$ cat config.mk
export PLATFORM = sky130hd
export DESIGN_NAME = all_to_all_round_robin_schedule
export DESIGN_NICKNAME = d
export VERILOG_FILES = /design/src/rtl/aarr_pkg.sv /design/src/rtl/aarr_front.sv /design/src/rtl/aarr_queue.sv /design/src/rtl/aarr_back.sv /design/src/rtl/all_to_all_round_robin_schedule.sv
export SDC_FILE = /design/constraint.sdc
export NUM_CORES = 1
export LEC_CHECK = 0
export BUFFER_PORTS_ARGS = -buffer_cell sky130_fd_sc_hd__buf_2
export CAP_MARGIN = 20
export CORE_MARGIN = 3
export CORE_UTILIZATION = 40
export CTS_CLUSTER_DIAMETER = 200
export DETAILED_ROUTE_END_ITERATION = 6
export MAX_ROUTING_LAYER = met4
export PLACE_DENSITY_LB_ADDON = 0.05
export SLEW_MARGIN = 20
export SYNTH_ARGS = -nofsm -noshare
export SYNTH_HDL_FRONTEND = slang
export SYNTH_SLANG_ARGS = --single-unit
export TNS_END_PERCENT = 30
$ cat constraint.sdc
create_clock -name clk -period 5.5 [get_ports clk]
set_input_delay 0.55 -clock clk [delete_from_list [all_inputs] [get_ports clk]]
set_output_delay 0.55 -clock clk [all_outputs]
set_load 0.02 [all_outputs]
$ cat src/rtl/aarr_pkg.sv
// shared types and constants for the all-to-all round-robin schedule block
// no dependencies
package aarr_pkg;

  localparam int SLOTS = 64;
  localparam int NODE_W = 6;
  localparam int CNT_W = 7;
  localparam int DEFAULT_MAX_NODES = 64;
  localparam int QUEUE_DEPTH = 2;

  // one request as it travels from the front end to the back end
  typedef struct packed {
    logic [NODE_W-1:0] node_id;
    logic [CNT_W-1:0]  node_count;
    logic [NODE_W-1:0] sort_node;
    logic              sort_enable;
    logic              ascending;
    logic              bad;
  } job_t;

  typedef struct packed {
    logic full;
    logic empty;
  } queue_status_t;

endpackage

$ cat src/rtl/aarr_front.sv
// front end: takes a request, checks node ids against the count
// depends on aarr_pkg
module aarr_front import aarr_pkg::*; #(
  parameter int MAX_NODES = DEFAULT_MAX_NODES
) (
  input  logic              clk,
  input  logic              rst,
  input  logic              start,
  output logic              busy,
  input  logic [NODE_W-1:0] node_id,
  input  logic [CNT_W-1:0]  node_count,
  input  logic [NODE_W-1:0] sort_node,
  input  logic              sort_enable,
  input  logic              ascending,
  input  queue_status_t     qs,
  output logic              push,
  output job_t              job
);

  localparam int DEPTH = (MAX_NODES < SLOTS) ? MAX_NODES : SLOTS;
  localparam logic [CNT_W-1:0] LIMIT = CNT_W'(DEPTH);

  logic pending;
  job_t held;

  always_ff @(posedge clk) begin
    if (rst) begin
      pending <= 1'b0;
    end else begin
      if (start && !pending) begin
        pending <= 1'b1;
        held.node_id <= node_id;
        held.node_count <= node_count;
        held.sort_node <= sort_node;
        held.sort_enable <= sort_enable;
        held.ascending <= ascending;
        held.bad <= 1'b0;
      end else if (pending && !qs.full) begin
        pending <= 1'b0;
      end
    end
  end

  always_comb begin
    job = held;
    job.bad = (held.node_count == '0) || (held.node_count > LIMIT) ||
              ({1'b0, held.node_id} >= held.node_count) ||
              (held.sort_enable && ({1'b0, held.sort_node} >= held.node_count));
  end

  assign push = pending && !qs.full;
  assign busy = pending;

endmodule

$ cat src/rtl/aarr_queue.sv
// short request queue between front end and back end
// depends on aarr_pkg
module aarr_queue import aarr_pkg::*; (
  input  logic          clk,
  input  logic          rst,
  input  logic          push,
  input  job_t          din,
  input  logic          pop,
  output job_t          dout,
  output queue_status_t qs
);

  localparam int PW = (QUEUE_DEPTH > 1) ? $clog2(QUEUE_DEPTH) : 1;
  localparam int CW = $clog2(QUEUE_DEPTH + 1);
  localparam logic [PW-1:0] LAST_PTR = PW'(QUEUE_DEPTH - 1);
  localparam logic [CW-1:0] FULL_CNT = CW'(QUEUE_DEPTH);

  job_t entries [QUEUE_DEPTH];
  logic [PW-1:0] wr_ptr;
  logic [PW-1:0] rd_ptr;
  logic [CW-1:0] count;

  always_ff @(posedge clk) begin
    if (push) begin
      entries[wr_ptr] <= din;
    end
  end

  always_ff @(posedge clk) begin
    if (rst) begin
      wr_ptr <= '0;
      rd_ptr <= '0;
      count <= '0;
    end else begin
      if (push) begin
        wr_ptr <= (wr_ptr == LAST_PTR) ? '0 : wr_ptr + 1'b1;
      end
      if (pop) begin
        rd_ptr <= (rd_ptr == LAST_PTR) ? '0 : rd_ptr + 1'b1;
      end
      if (push && !pop) begin
        count <= count + 1'b1;
      end else if (pop && !push) begin
        count <= count - 1'b1;
      end
    end
  end

  assign dout = entries[rd_ptr];
  assign qs.full = (count == FULL_CNT);
  assign qs.empty = (count == '0);

endmodule

$ cat src/rtl/aarr_back.sv
// back end: builds the schedule into the slot memory, then emits it
// depends on aarr_pkg
module aarr_back import aarr_pkg::*; #(
  parameter int MAX_NODES = DEFAULT_MAX_NODES
) (
  input  logic              clk,
  input  logic              rst,
  input  queue_status_t     qs,
  input  job_t              head,
  output logic              pop,
  output logic              valid,
  output logic [NODE_W-1:0] partner,
  output logic [NODE_W-1:0] slot,
  output logic              last,
  output logic              error
);

  localparam int DEPTH = (MAX_NODES < SLOTS) ? MAX_NODES : SLOTS;
  localparam int AW = (DEPTH > 1) ? $clog2(DEPTH) : 1;

  typedef enum logic [1:0] {S_IDLE, S_FILL, S_EMIT} state_t;

  state_t state;
  job_t job;
  logic [NODE_W-1:0] k;
  logic [NODE_W-1:0] pe;
  logic [NODE_W-1:0] m;
  logic even;
  logic [NODE_W-1:0] v_own;
  logic [NODE_W-1:0] v_key;
  logic [NODE_W-1:0] rd_data;
  logic [NODE_W-1:0] mem [DEPTH];

  logic [NODE_W-1:0] m_init;
  logic [NODE_W-1:0] own_val;
  logic [NODE_W-1:0] key_val;
  logic [NODE_W-1:0] key_pos;
  logic [NODE_W-1:0] wr_addr;
  logic round;
  logic k_end;

  // partner of who in the current slot; v tracks 2*pe - who mod m
  function automatic logic [NODE_W-1:0] node_val(
    input logic              ev,
    input logic              k_zero,
    input logic [NODE_W-1:0] who,
    input logic [NODE_W-1:0] p,
    input logic [NODE_W-1:0] mm,
    input logic [NODE_W-1:0] v,
    input logic [CNT_W-1:0]  cnt
  );
    logic [NODE_W-1:0] r;
    if (!ev) begin
      r = v;
    end else if (k_zero) begin
      r = who;
    end else if (who == mm) begin
      r = p;
    end else if (p == who) begin
      r = NODE_W'(cnt - 1'b1);
    end else begin
      r = v;
    end
    return r;
  endfunction

  function automatic logic [NODE_W-1:0] step_v(
    input logic [NODE_W-1:0] v,
    input logic [NODE_W-1:0] mm
  );
    logic [NODE_W:0] s;
    s = {1'b0, v} + (NODE_W+1)'(2);
    if (s >= {1'b0, mm}) begin
      s = s - {1'b0, mm};
    end
    return s[NODE_W-1:0];
  endfunction

  assign pop = (state == S_IDLE) && !qs.empty;
  assign m_init = head.node_count[0] ? head.node_count[NODE_W-1:0]
                                     : NODE_W'(head.node_count - 1'b1);
  assign round = !even || (k != '0);
  assign k_end = ({1'b0, k} == job.node_count - 1'b1);

  always_comb begin
    own_val = node_val(even, k == '0, job.node_id, pe, m, v_own, job.node_count);
    key_val = node_val(even, k == '0, job.sort_node, pe, m, v_key, job.node_count);
    key_pos = job.ascending ? key_val
                            : NODE_W'(job.node_count - 1'b1 - {1'b0, key_val});
    wr_addr = job.sort_enable ? key_pos : k;
  end

  // slot memory: one write per fill cycle, one registered read per emit cycle
  always_ff @(posedge clk) begin
    if (state == S_FILL) begin
      mem[wr_addr[AW-1:0]] <= own_val;
    end
  end

  always_ff @(posedge clk) begin
    if (state == S_EMIT) begin
      rd_data <= mem[k[AW-1:0]];
    end else begin
      rd_data <= '0;
    end
  end

  always_ff @(posedge clk) begin
    if (rst) begin
      state <= S_IDLE;
      valid <= 1'b0;
    end else begin
      valid <= 1'b0;
      unique case (state)
        S_IDLE: begin
          if (!qs.empty) begin
            job <= head;
            k <= '0;
            pe <= '0;
            m <= m_init;
            even <= ~head.node_count[0];
            v_own <= (head.node_id == '0) ? '0 : m_init - head.node_id;
            v_key <= (head.sort_node == '0) ? '0 : m_init - head.sort_node;
            if (head.bad) begin
              valid <= 1'b1;
              error <= 1'b1;
              last <= 1'b1;
              slot <= '0;
            end else begin
              state <= S_FILL;
            end
          end
        end
        S_FILL: begin
          if (round) begin
            pe <= pe + 1'b1;
            v_own <= step_v(v_own, m);
            v_key <= step_v(v_key, m);
          end
          if (k_end) begin
            k <= '0;
            state <= S_EMIT;
          end else begin
            k <= k + 1'b1;
          end
        end
        S_EMIT: begin
          valid <= 1'b1;
          error <= 1'b0;
          slot <= k;
          last <= k_end;
          k <= k + 1'b1;
          if (k_end) begin
            state <= S_IDLE;
          end
        end
        default: begin
          state <= S_IDLE;
        end
      endcase
    end
  end

  assign partner = rd_data;

endmodule

$ cat src/rtl/all_to_all_round_robin_schedule.sv
// top level of the all-to-all round-robin partner schedule generator
// depends on aarr_pkg, aarr_front, aarr_queue, aarr_back
//
// usage:
//   a request is taken at a rising edge where start is high and busy is low.
//   it names node_id, node_count N, and optionally a sort_node and direction.
//   the block answers with N results, one per slot, slot 0 first, each shown
//   for exactly one cycle with valid high; last marks slot N-1. a request
//   with a bad count or node id gives one result with error and last set,
//   partner and slot zero.
// timing:
//   busy goes high once a request is taken and stays high until it enters the
//   queue; a two-entry queue lets up to three requests wait while one is
//   worked on. for a valid request the back end first builds and permutes the
//   schedule into the slot memory (one slot per cycle, one memory write
//   port), then reads it out; an error request gives its result straight
//   from the idle state, with no build or read-out.
// reset:
//   rst clears the queue and both state machines; no result is shown in the
//   cycle after reset. results cannot be held off by the receiver.
module all_to_all_round_robin_schedule import aarr_pkg::*; #(
  parameter int MAX_NODES = DEFAULT_MAX_NODES
) (
  input  logic              clk,
  input  logic              rst,
  input  logic              start,
  output logic              busy,
  input  logic [NODE_W-1:0] node_id,
  input  logic [CNT_W-1:0]  node_count,
  input  logic [NODE_W-1:0] sort_node,
  input  logic              sort_enable,
  input  logic              ascending,
  output logic              valid,
  output logic [NODE_W-1:0] partner,
  output logic [NODE_W-1:0] slot,
  output logic              last,
  output logic              error
);

  queue_status_t qs;
  logic push;
  logic pop;
  job_t front_job;
  job_t head;

  aarr_front #(.MAX_NODES(MAX_NODES)) u_front (
    .clk(clk),
    .rst(rst),
    .start(start),
    .busy(busy),
    .node_id(node_id),
    .node_count(node_count),
    .sort_node(sort_node),
    .sort_enable(sort_enable),
    .ascending(ascending),
    .qs(qs),
    .push(push),
    .job(front_job)
  );

  aarr_queue u_queue (
    .clk(clk),
    .rst(rst),
    .push(push),
    .din(front_job),
    .pop(pop),
    .dout(head),
    .qs(qs)
  );

  aarr_back #(.MAX_NODES(MAX_NODES)) u_back (
    .clk(clk),
    .rst(rst),
    .qs(qs),
    .head(head),
    .pop(pop),
    .valid(valid),
    .partner(partner),
    .slot(slot),
    .last(last),
    .error(error)
  );

endmodule

# Yosys cells after proc, flatten, opt, wreduce, memory -nomap -nowiden
# Memory sizes are Yosys's and may differ from the RTL's. A register that Yosys moved wholly into a read port is not among the register bits.
# Index checks and enable logic that the tools add are counted.
[totals] word_cells=152 regBits=89 mem_bits_rw=428 latch_bits=0 out_inout_bits=16 in_bits=24 n_memories=2 romBits=0
[op_classes] n_shift=0 eq_ne=14 bitwise=3 n_reduce_logical=35 n_mul=0 mux=53 order_cmp=5 n_addsub=15 div=0
[mem_list] name="u_back.mem" depth=64 width=6 rd=1 rd_ports_with_merged_regs=1 write_ports=1 line="aarr_back.sv:32" text="logic [NODE_W-1:0] mem [DEPTH];"
[mem_list] name="u_queue.entries" depth=2 width=22 rd=1 rd_ports_with_merged_regs=1 write_ports=1 line="aarr_queue.sv:18" text="job_t entries [QUEUE_DEPTH];"
[ops] operator="2-to-1 mux 6 bit" n=24
[ops] operator="one-hot mux 6 bit (2 select lines)" n=4
[ops] operator="subtractor 6 bit" n=5
[ops] operator="== test 6 bit" n=4
[ops] operator="zero test 6 bit" n=3
[ops] operator="one-hot mux 6 bit (3 select lines)" n=1
[ops] operator="adder 6 x 2 -> 7 bit, second input constant" n=2
[ops] operator=">= comparator 6 x 7 -> 1 bit" n=2
[ops] operator=">= comparator 7 x 6 -> 1 bit" n=2
[ops] operator="2-to-1 mux 1 bit" n=14
[ops] operator="adder 6 x 1 -> 6 bit, second input constant" n=2
[ops] operator="2-to-1 mux 2 bit" n=6
[ops] operator="AND reduction 4 bit" n=3
[ops] operator="!= test 2 x 1 -> 1 bit, second input constant" n=4
[ops] operator="nonzero test 2 bit" n=4
[ops] operator="== test 6 x 7 -> 1 bit" n=1
[ops] operator="> comparator 7 bit, second input constant" n=1
[ops] operator="zero test 1 bit" n=7
[ops] operator="zero test 7 bit" n=1
[ops] operator="subtractor 7 x 1 -> 7 bit, second input constant" n=1
[ops] operator="logical AND 1 bit" n=6
[ops] operator="one-hot mux 1 bit (2 select lines)" n=3
[ops] operator="one-hot mux 2 bit (3 select lines)" n=1
[ops] operator="AND reduction 3 bit" n=2
[ops] operator="13 further kinds" n=22

# Depth between registers and ports, before layout
[depth] word_depth=8 mapped_depth=20 mapped_depth_nobuf=16

# Cells and area by module
# Synthesis repeated with hierarchy kept, for this count alone.
[hier_totals] cells_unflattened=1309 hier_area_um2=22838.2
[modules_own_cells] module="aarr_back" cells_each=1153 seq_area_each_um2=13482.9 n_inst=1 area_per_inst_um2=20066.7
[modules_own_cells] module="aarr_queue" cells_each=90 seq_area_each_um2=1421.4 n_inst=1 area_per_inst_um2=1786.7
[modules_own_cells] module="aarr_front" cells_each=66 seq_area_each_um2=650.6 n_inst=1 area_per_inst_um2=984.7

# Worst setup path before layout
# No wires, ideal clock.
[synth_path] path_kind="flip-flop to flip-flop" start="register u_back.k[0]" end="memory u_back.mem[19][0], enable pin" arrival_time_ns=4.575 path_stages_with_launch=20 synth_period_minus_slack_ns=4.961 t_required_ns=5.114 slack_ns=0.539 cell_sequence="edfxtp_1 -> clkbuf_1 -> clkbuf_1 -> inv_1 -> ha_1 -> or4b_1 -> clkbuf_1 -> nor2_2 -> a31oi_1 -> o311ai_0 -> nand2_1 -> ha_1 -> o21a_1 -> o31ai_1 -> a21oi_1 -> xor2_1 -> a211oi_1 -> o31a_1 -> clkbuf_1 -> nor4_1"
[synth_between] elab_chain_len=6
[synth_rtl] item="start, declared" line="aarr_back.sv:25" text="logic [NODE_W-1:0] k;"
[synth_rtl] item="start signal, assigned" line="aarr_back.sv:144" text="k <= k + 1'b1;"
[synth_rtl] item="start signal, assigned" line="aarr_back.sv:152" text="k <= k + 1'b1;"
[synth_rtl] item="zero test 6 bit" line="aarr_back.sv:87" text="key_val = node_val(even, k == '0, job.sort_node, pe, m, v_key, job.node_count);"
[synth_rtl] item="2-to-1 mux 6 bit" line="aarr_back.sv:55" text="end else if (k_zero) begin"
[synth_rtl] item="2-to-1 mux 6 bit" line="aarr_back.sv:53" text="if (!ev) begin"
[synth_rtl] item="subtractor 6 bit" line="aarr_back.sv:89" text=": NODE_W'(job.node_count - 1'b1 - {1'b0, key_val});"
[synth_rtl] item="2-to-1 mux 6 bit" line="aarr_back.sv:88" text="key_pos = job.ascending ? key_val"
[synth_rtl] item="2-to-1 mux 6 bit (*)" line="aarr_back.sv:90" text="wr_addr = job.sort_enable ? key_pos : k;"
[synth_rtl] item="end, declared" line="aarr_back.sv:32"
# Every way passes the cells marked *; elsewhere a longest branch is shown, timed or not.

# Worst setup path after layout
[layout_path] start="register u_back.job[9] (netlist bit)" end="memory u_back.mem[53][3], enable pin"
[layout_between] elab_chain_len=8
[layout_rtl] item="start, declared" line="aarr_back.sv:24" text="job_t job;"
[layout_rtl] item="start signal, assigned" line="aarr_back.sv:117" text="job <= head;"
[layout_rtl] item="subtractor 7 x 1 -> 7 bit (*)"
[layout_rtl] item="2-to-1 mux 6 bit" line="aarr_back.sv:59" text="end else if (p == who) begin"
[layout_rtl] item="2-to-1 mux 6 bit" line="aarr_back.sv:57" text="end else if (who == mm) begin"
[layout_rtl] item="2-to-1 mux 6 bit" line="aarr_back.sv:55"
[layout_rtl] item="2-to-1 mux 6 bit" line="aarr_back.sv:53"
[layout_rtl] item="subtractor 6 bit" line="aarr_back.sv:89"
[layout_rtl] item="2-to-1 mux 6 bit (*)" line="aarr_back.sv:88"
[layout_rtl] item="2-to-1 mux 6 bit (*)" line="aarr_back.sv:90"
# Marks and branches as above.

==> reports/qor.csv <==
stage,metric,value,unit
outcome,status,finished clean,
logic_synthesis,ys.warnings.count,0,
logic_synthesis,postSynthCellCount,1318,
pwr,p_leak,8.71,nW
global_routing,overflow,0,
floorplanning,io_pins,40,
timing,relSlewSlack,32.1,%
logic_synthesis,ys_ff_latch,523,
min_path,hold_class,in -> reg,
finish,layout_common_cells,"edfxtp_1 (508), mux4_2 (126), buf_4 (75)",
global_routing,antenna_found_initial,2,
drt,first_pass_iters,5,
global_routing,grt_start_max_net_pins,102,
logic_synthesis,synth_area,22800,µm²
logic_synthesis,yosys.area.top_type,edfxtp_1,
floorplanning,core,55700,µm²
drt,top_layer_used,met4,
drt,met2_length,27900,µm
floorplanning,rows,86,
finish,fin_cells,2220,
logic_synthesis,ys.flop_type,edfxtp_1,
drt,viasPerCell,5.46,
clock_network,cts_tree,yes,
clock_network,cts_inserted_buffers,55,
floorplanning,dieArea,60000,µm²
finish,fin_nets,1505,
clock_network,cts_hold_buffers,0,
pwr,p_comb_share,32.2,%
drt,wl_met1,24400,µm
drt,avgRoutedWirePerCell,25.1,µm
critical_path,crit_fanout,22,
timing,tightest_slew,1020,ps
timing,skew,18.0,ps
clock_network,clock_path_buffers,3,
floorplanning,die_h,245,µm
timing,fin_setup_tns,0,ps
drt,ant_nets,0,
pwr,pwr-share-clk,27.7,%
clock_network,cts_root_buf,clkbuf_16,
timing,slew_viol_final,0,
logic_synthesis,yosys.area.top_type_share,66.8,%
pwr,p_per_area,520,nW/µm²
timing,timing.fmax,193,MHz
logic_synthesis,synth_cell_types,62,
clock_network,cts_setup_buffers,0,
floorplanning,fp.dieW,245,µm
logic_synthesis,syn_nets,1395,
critical_path,end_kind,register,
drt,drc_errors,0,
placement,dp_cells,2118,
clock_network,htreeDepth,2,
pwr,swShare,33.0,%
global_routing,globalRouteTotalUtil,19.5,%
drt,drt-total-wl,55800,µm
pwr,ir_worst_vdd,0.000318,V
drt,vias,12116,
placement,dp_hpwl,37300,µm
clock_network,clkTransAtPathRegs,60,ps
timing,rsz0062_at_grt,no,
logic_synthesis,synth_edf_count,508,
drt,drt_iter0_markers,864,
critical_path,start_kind,register,
finish,area_delta_synth_final,14.9,%
critical_path,cp.required,5720,ps
clock_network,worstSkewPairLatency,600,ps
placement,gp_congestion,0.862,
logic_synthesis,async_reset_ff_share,0,%
pwr,p_int,0.00914,W
drt,wl_met3,2370,µm
finish,final_common_cell,edfxtp_1,
global_routing,grt_pass1_wl,84300,µm
timing,period_share,94.2,%
timing,hold_viol,0,
clock_network,cts.sink_count,523,
pwr,power_frac_seq,40.2,%
placement,io_buffers,39,
timing,min_period,5180,ps
flow_run,drv_cap,0,
logic_synthesis,synth.area.top_cells,"edfxtp_1 (67%), mux4_2 (12%), ha_1 (2.7%)",
timing,setup_viol,0,
logic_synthesis,yosysSeqAreaShare,68.2,%
critical_path,crit_type,reg -> reg,
pwr,p_total,0.0136,W
floorplanning,start_util,40.9,%
global_routing,grt_pass1_vias,12723,
critical_path,cp_data_arrival_time,5400,ps
pwr,p_sw,0.00450,W
finish,drive_gt1_share,24.0,%
logic_synthesis,synth.avg_cell_area,17.3,µm²
synth_stat cells, drive strengths merged (5+ instances only):
| cell type | count |
|---|---|
| edfxtp | 508 |
| mux4 | 126 |
| nor3 | 65 |
| inv | 58 |
| ha | 50 |
| clkbuf | 47 |
| nor2 | 43 |
| xnor2 | 43 |
| nand2 | 32 |
| a21oi | 28 |
| mux2i | 27 |
| nand3 | 27 |
| o21ai | 27 |
| xor2 | 25 |
| mux2 | 20 |
| and2 | 17 |
| buf | 17 |
| dfxtp | 15 |
| nand2b | 14 |
| nor4 | 14 |
| a21o | 12 |
| o21a | 10 |
| nand4 | 7 |
| o31ai | 7 |
| o22ai | 6 |
| a31oi | 5 |
| nor2b | 5 |
sequential cells by signal, summed over array words and instances, names as in the netlist, 6 cells and up, named ones only:
register         count
u_back.pe            6
u_back.k             6
u_back.partner       6
u_back.mem         384
u_back.slot          6
u_back.v_key         6
u_front.job         21
u_queue.entries     44
u_back.job          21
u_back.v_own         6
worst max-delay path: stages, from the launching register on:
cell and delay [ps]:
edfxtp_1 550, inv_1 150, ha_1 240, xor2_1 130, buf_4 160, nor3_1 50
o311ai_0 760, nand2_1 120, ha_1 380, o21a_1 200, o31ai_1 90, a21oi_1 130
xor2_1 170, a211oi_1 480, o31ai_4 180, buf_12 200, nor3_1 800
cell families after synthesis:
family | count (synthesis) | share of synthesized area, %
buffers and inverters | 123 | 2.04
flip-flops | 523 | 68.2
AND/OR/NAND/NOR | 242 | 5.42
AO/OA/AOI/OAI | 135 | 4.07
multiplexers | 173 | 14.6
XOR/XNOR | 69 | 2.71
adder cells (fa/ha/maj) | 53 | 3.00
power by group through the flow:
stage / Sequential [W] / Clock (W) / Combinational (W)
after floorplan: 0.00546 / 0 / 0.00297
after global placement: 0.00556 / 0 / 0.00447
after detailed placement: 0.00556 / 0 / 0.00446
after CTS: 0.00548 / 0.00390 / 0.00447
after global routing: 0.00551 / 0.00405 / 0.00481
final: 0.00548 / 0.00378 / 0.00439
per-stage QoR:
step / worst slack [ps] / hold WS [ps] / utilization [%] / area [µm²]
final: 320 / 129 / 47.0 / 26200
after global routing: 0.0502 / 101 / 47.0 / 26200
after CTS: 331 / 84.4 / 47.0 / 26200
after detailed placement: 316 / 441 / 43.7 / 24400
after global placement: 441 / 462 / 43.7 / 24400
after floorplan: 539 / 421 / - / 22800
path summary, 6_finish.rpt:
kind                            startpoint                              end  slack, ps  cells past startpoint
setup reg to reg   u_back.job[9]$_DFFE_PP_      u_back.mem[53][3]$_DFFE_PP_        320                     16
hold reg to reg   u_front.job[1]$_DFFE_PP_  u_queue.entries[0][1]$_DFFE_PP_        460                      0
hold / removal                  node_id[1]        u_front.job[17]$_DFFE_PP_        130                      1
setup / recovery   u_back.job[9]$_DFFE_PP_      u_back.mem[53][3]$_DFFE_PP_        320                     16
area by class of cell:
cell class              count  area (µm²)
fillers                  4844       29500
inverters                  59         221
clock inverters            31         362
flip-flops and latches    523       15600
clock buffers              68        1470
well taps                 748         936
multi-input cells         672        6860
repair buffers            117         803
diodes                      2        5.00
metal layers:
layer	GRT usage (%)	vias to the layer above
met4	5.04	0
met5	-	-
li1	-	5508
met2	32.0	277
met1	25.7	6266
met3	3.11	65
what timing repair did:
action	4_1_cts	5_1_grt
endpoints found under the setup margin	0	10
endpoints found under the hold margin	0	0
gates resized for setup	0	2
No activity file was read; power rests on OpenSTA's default activity.
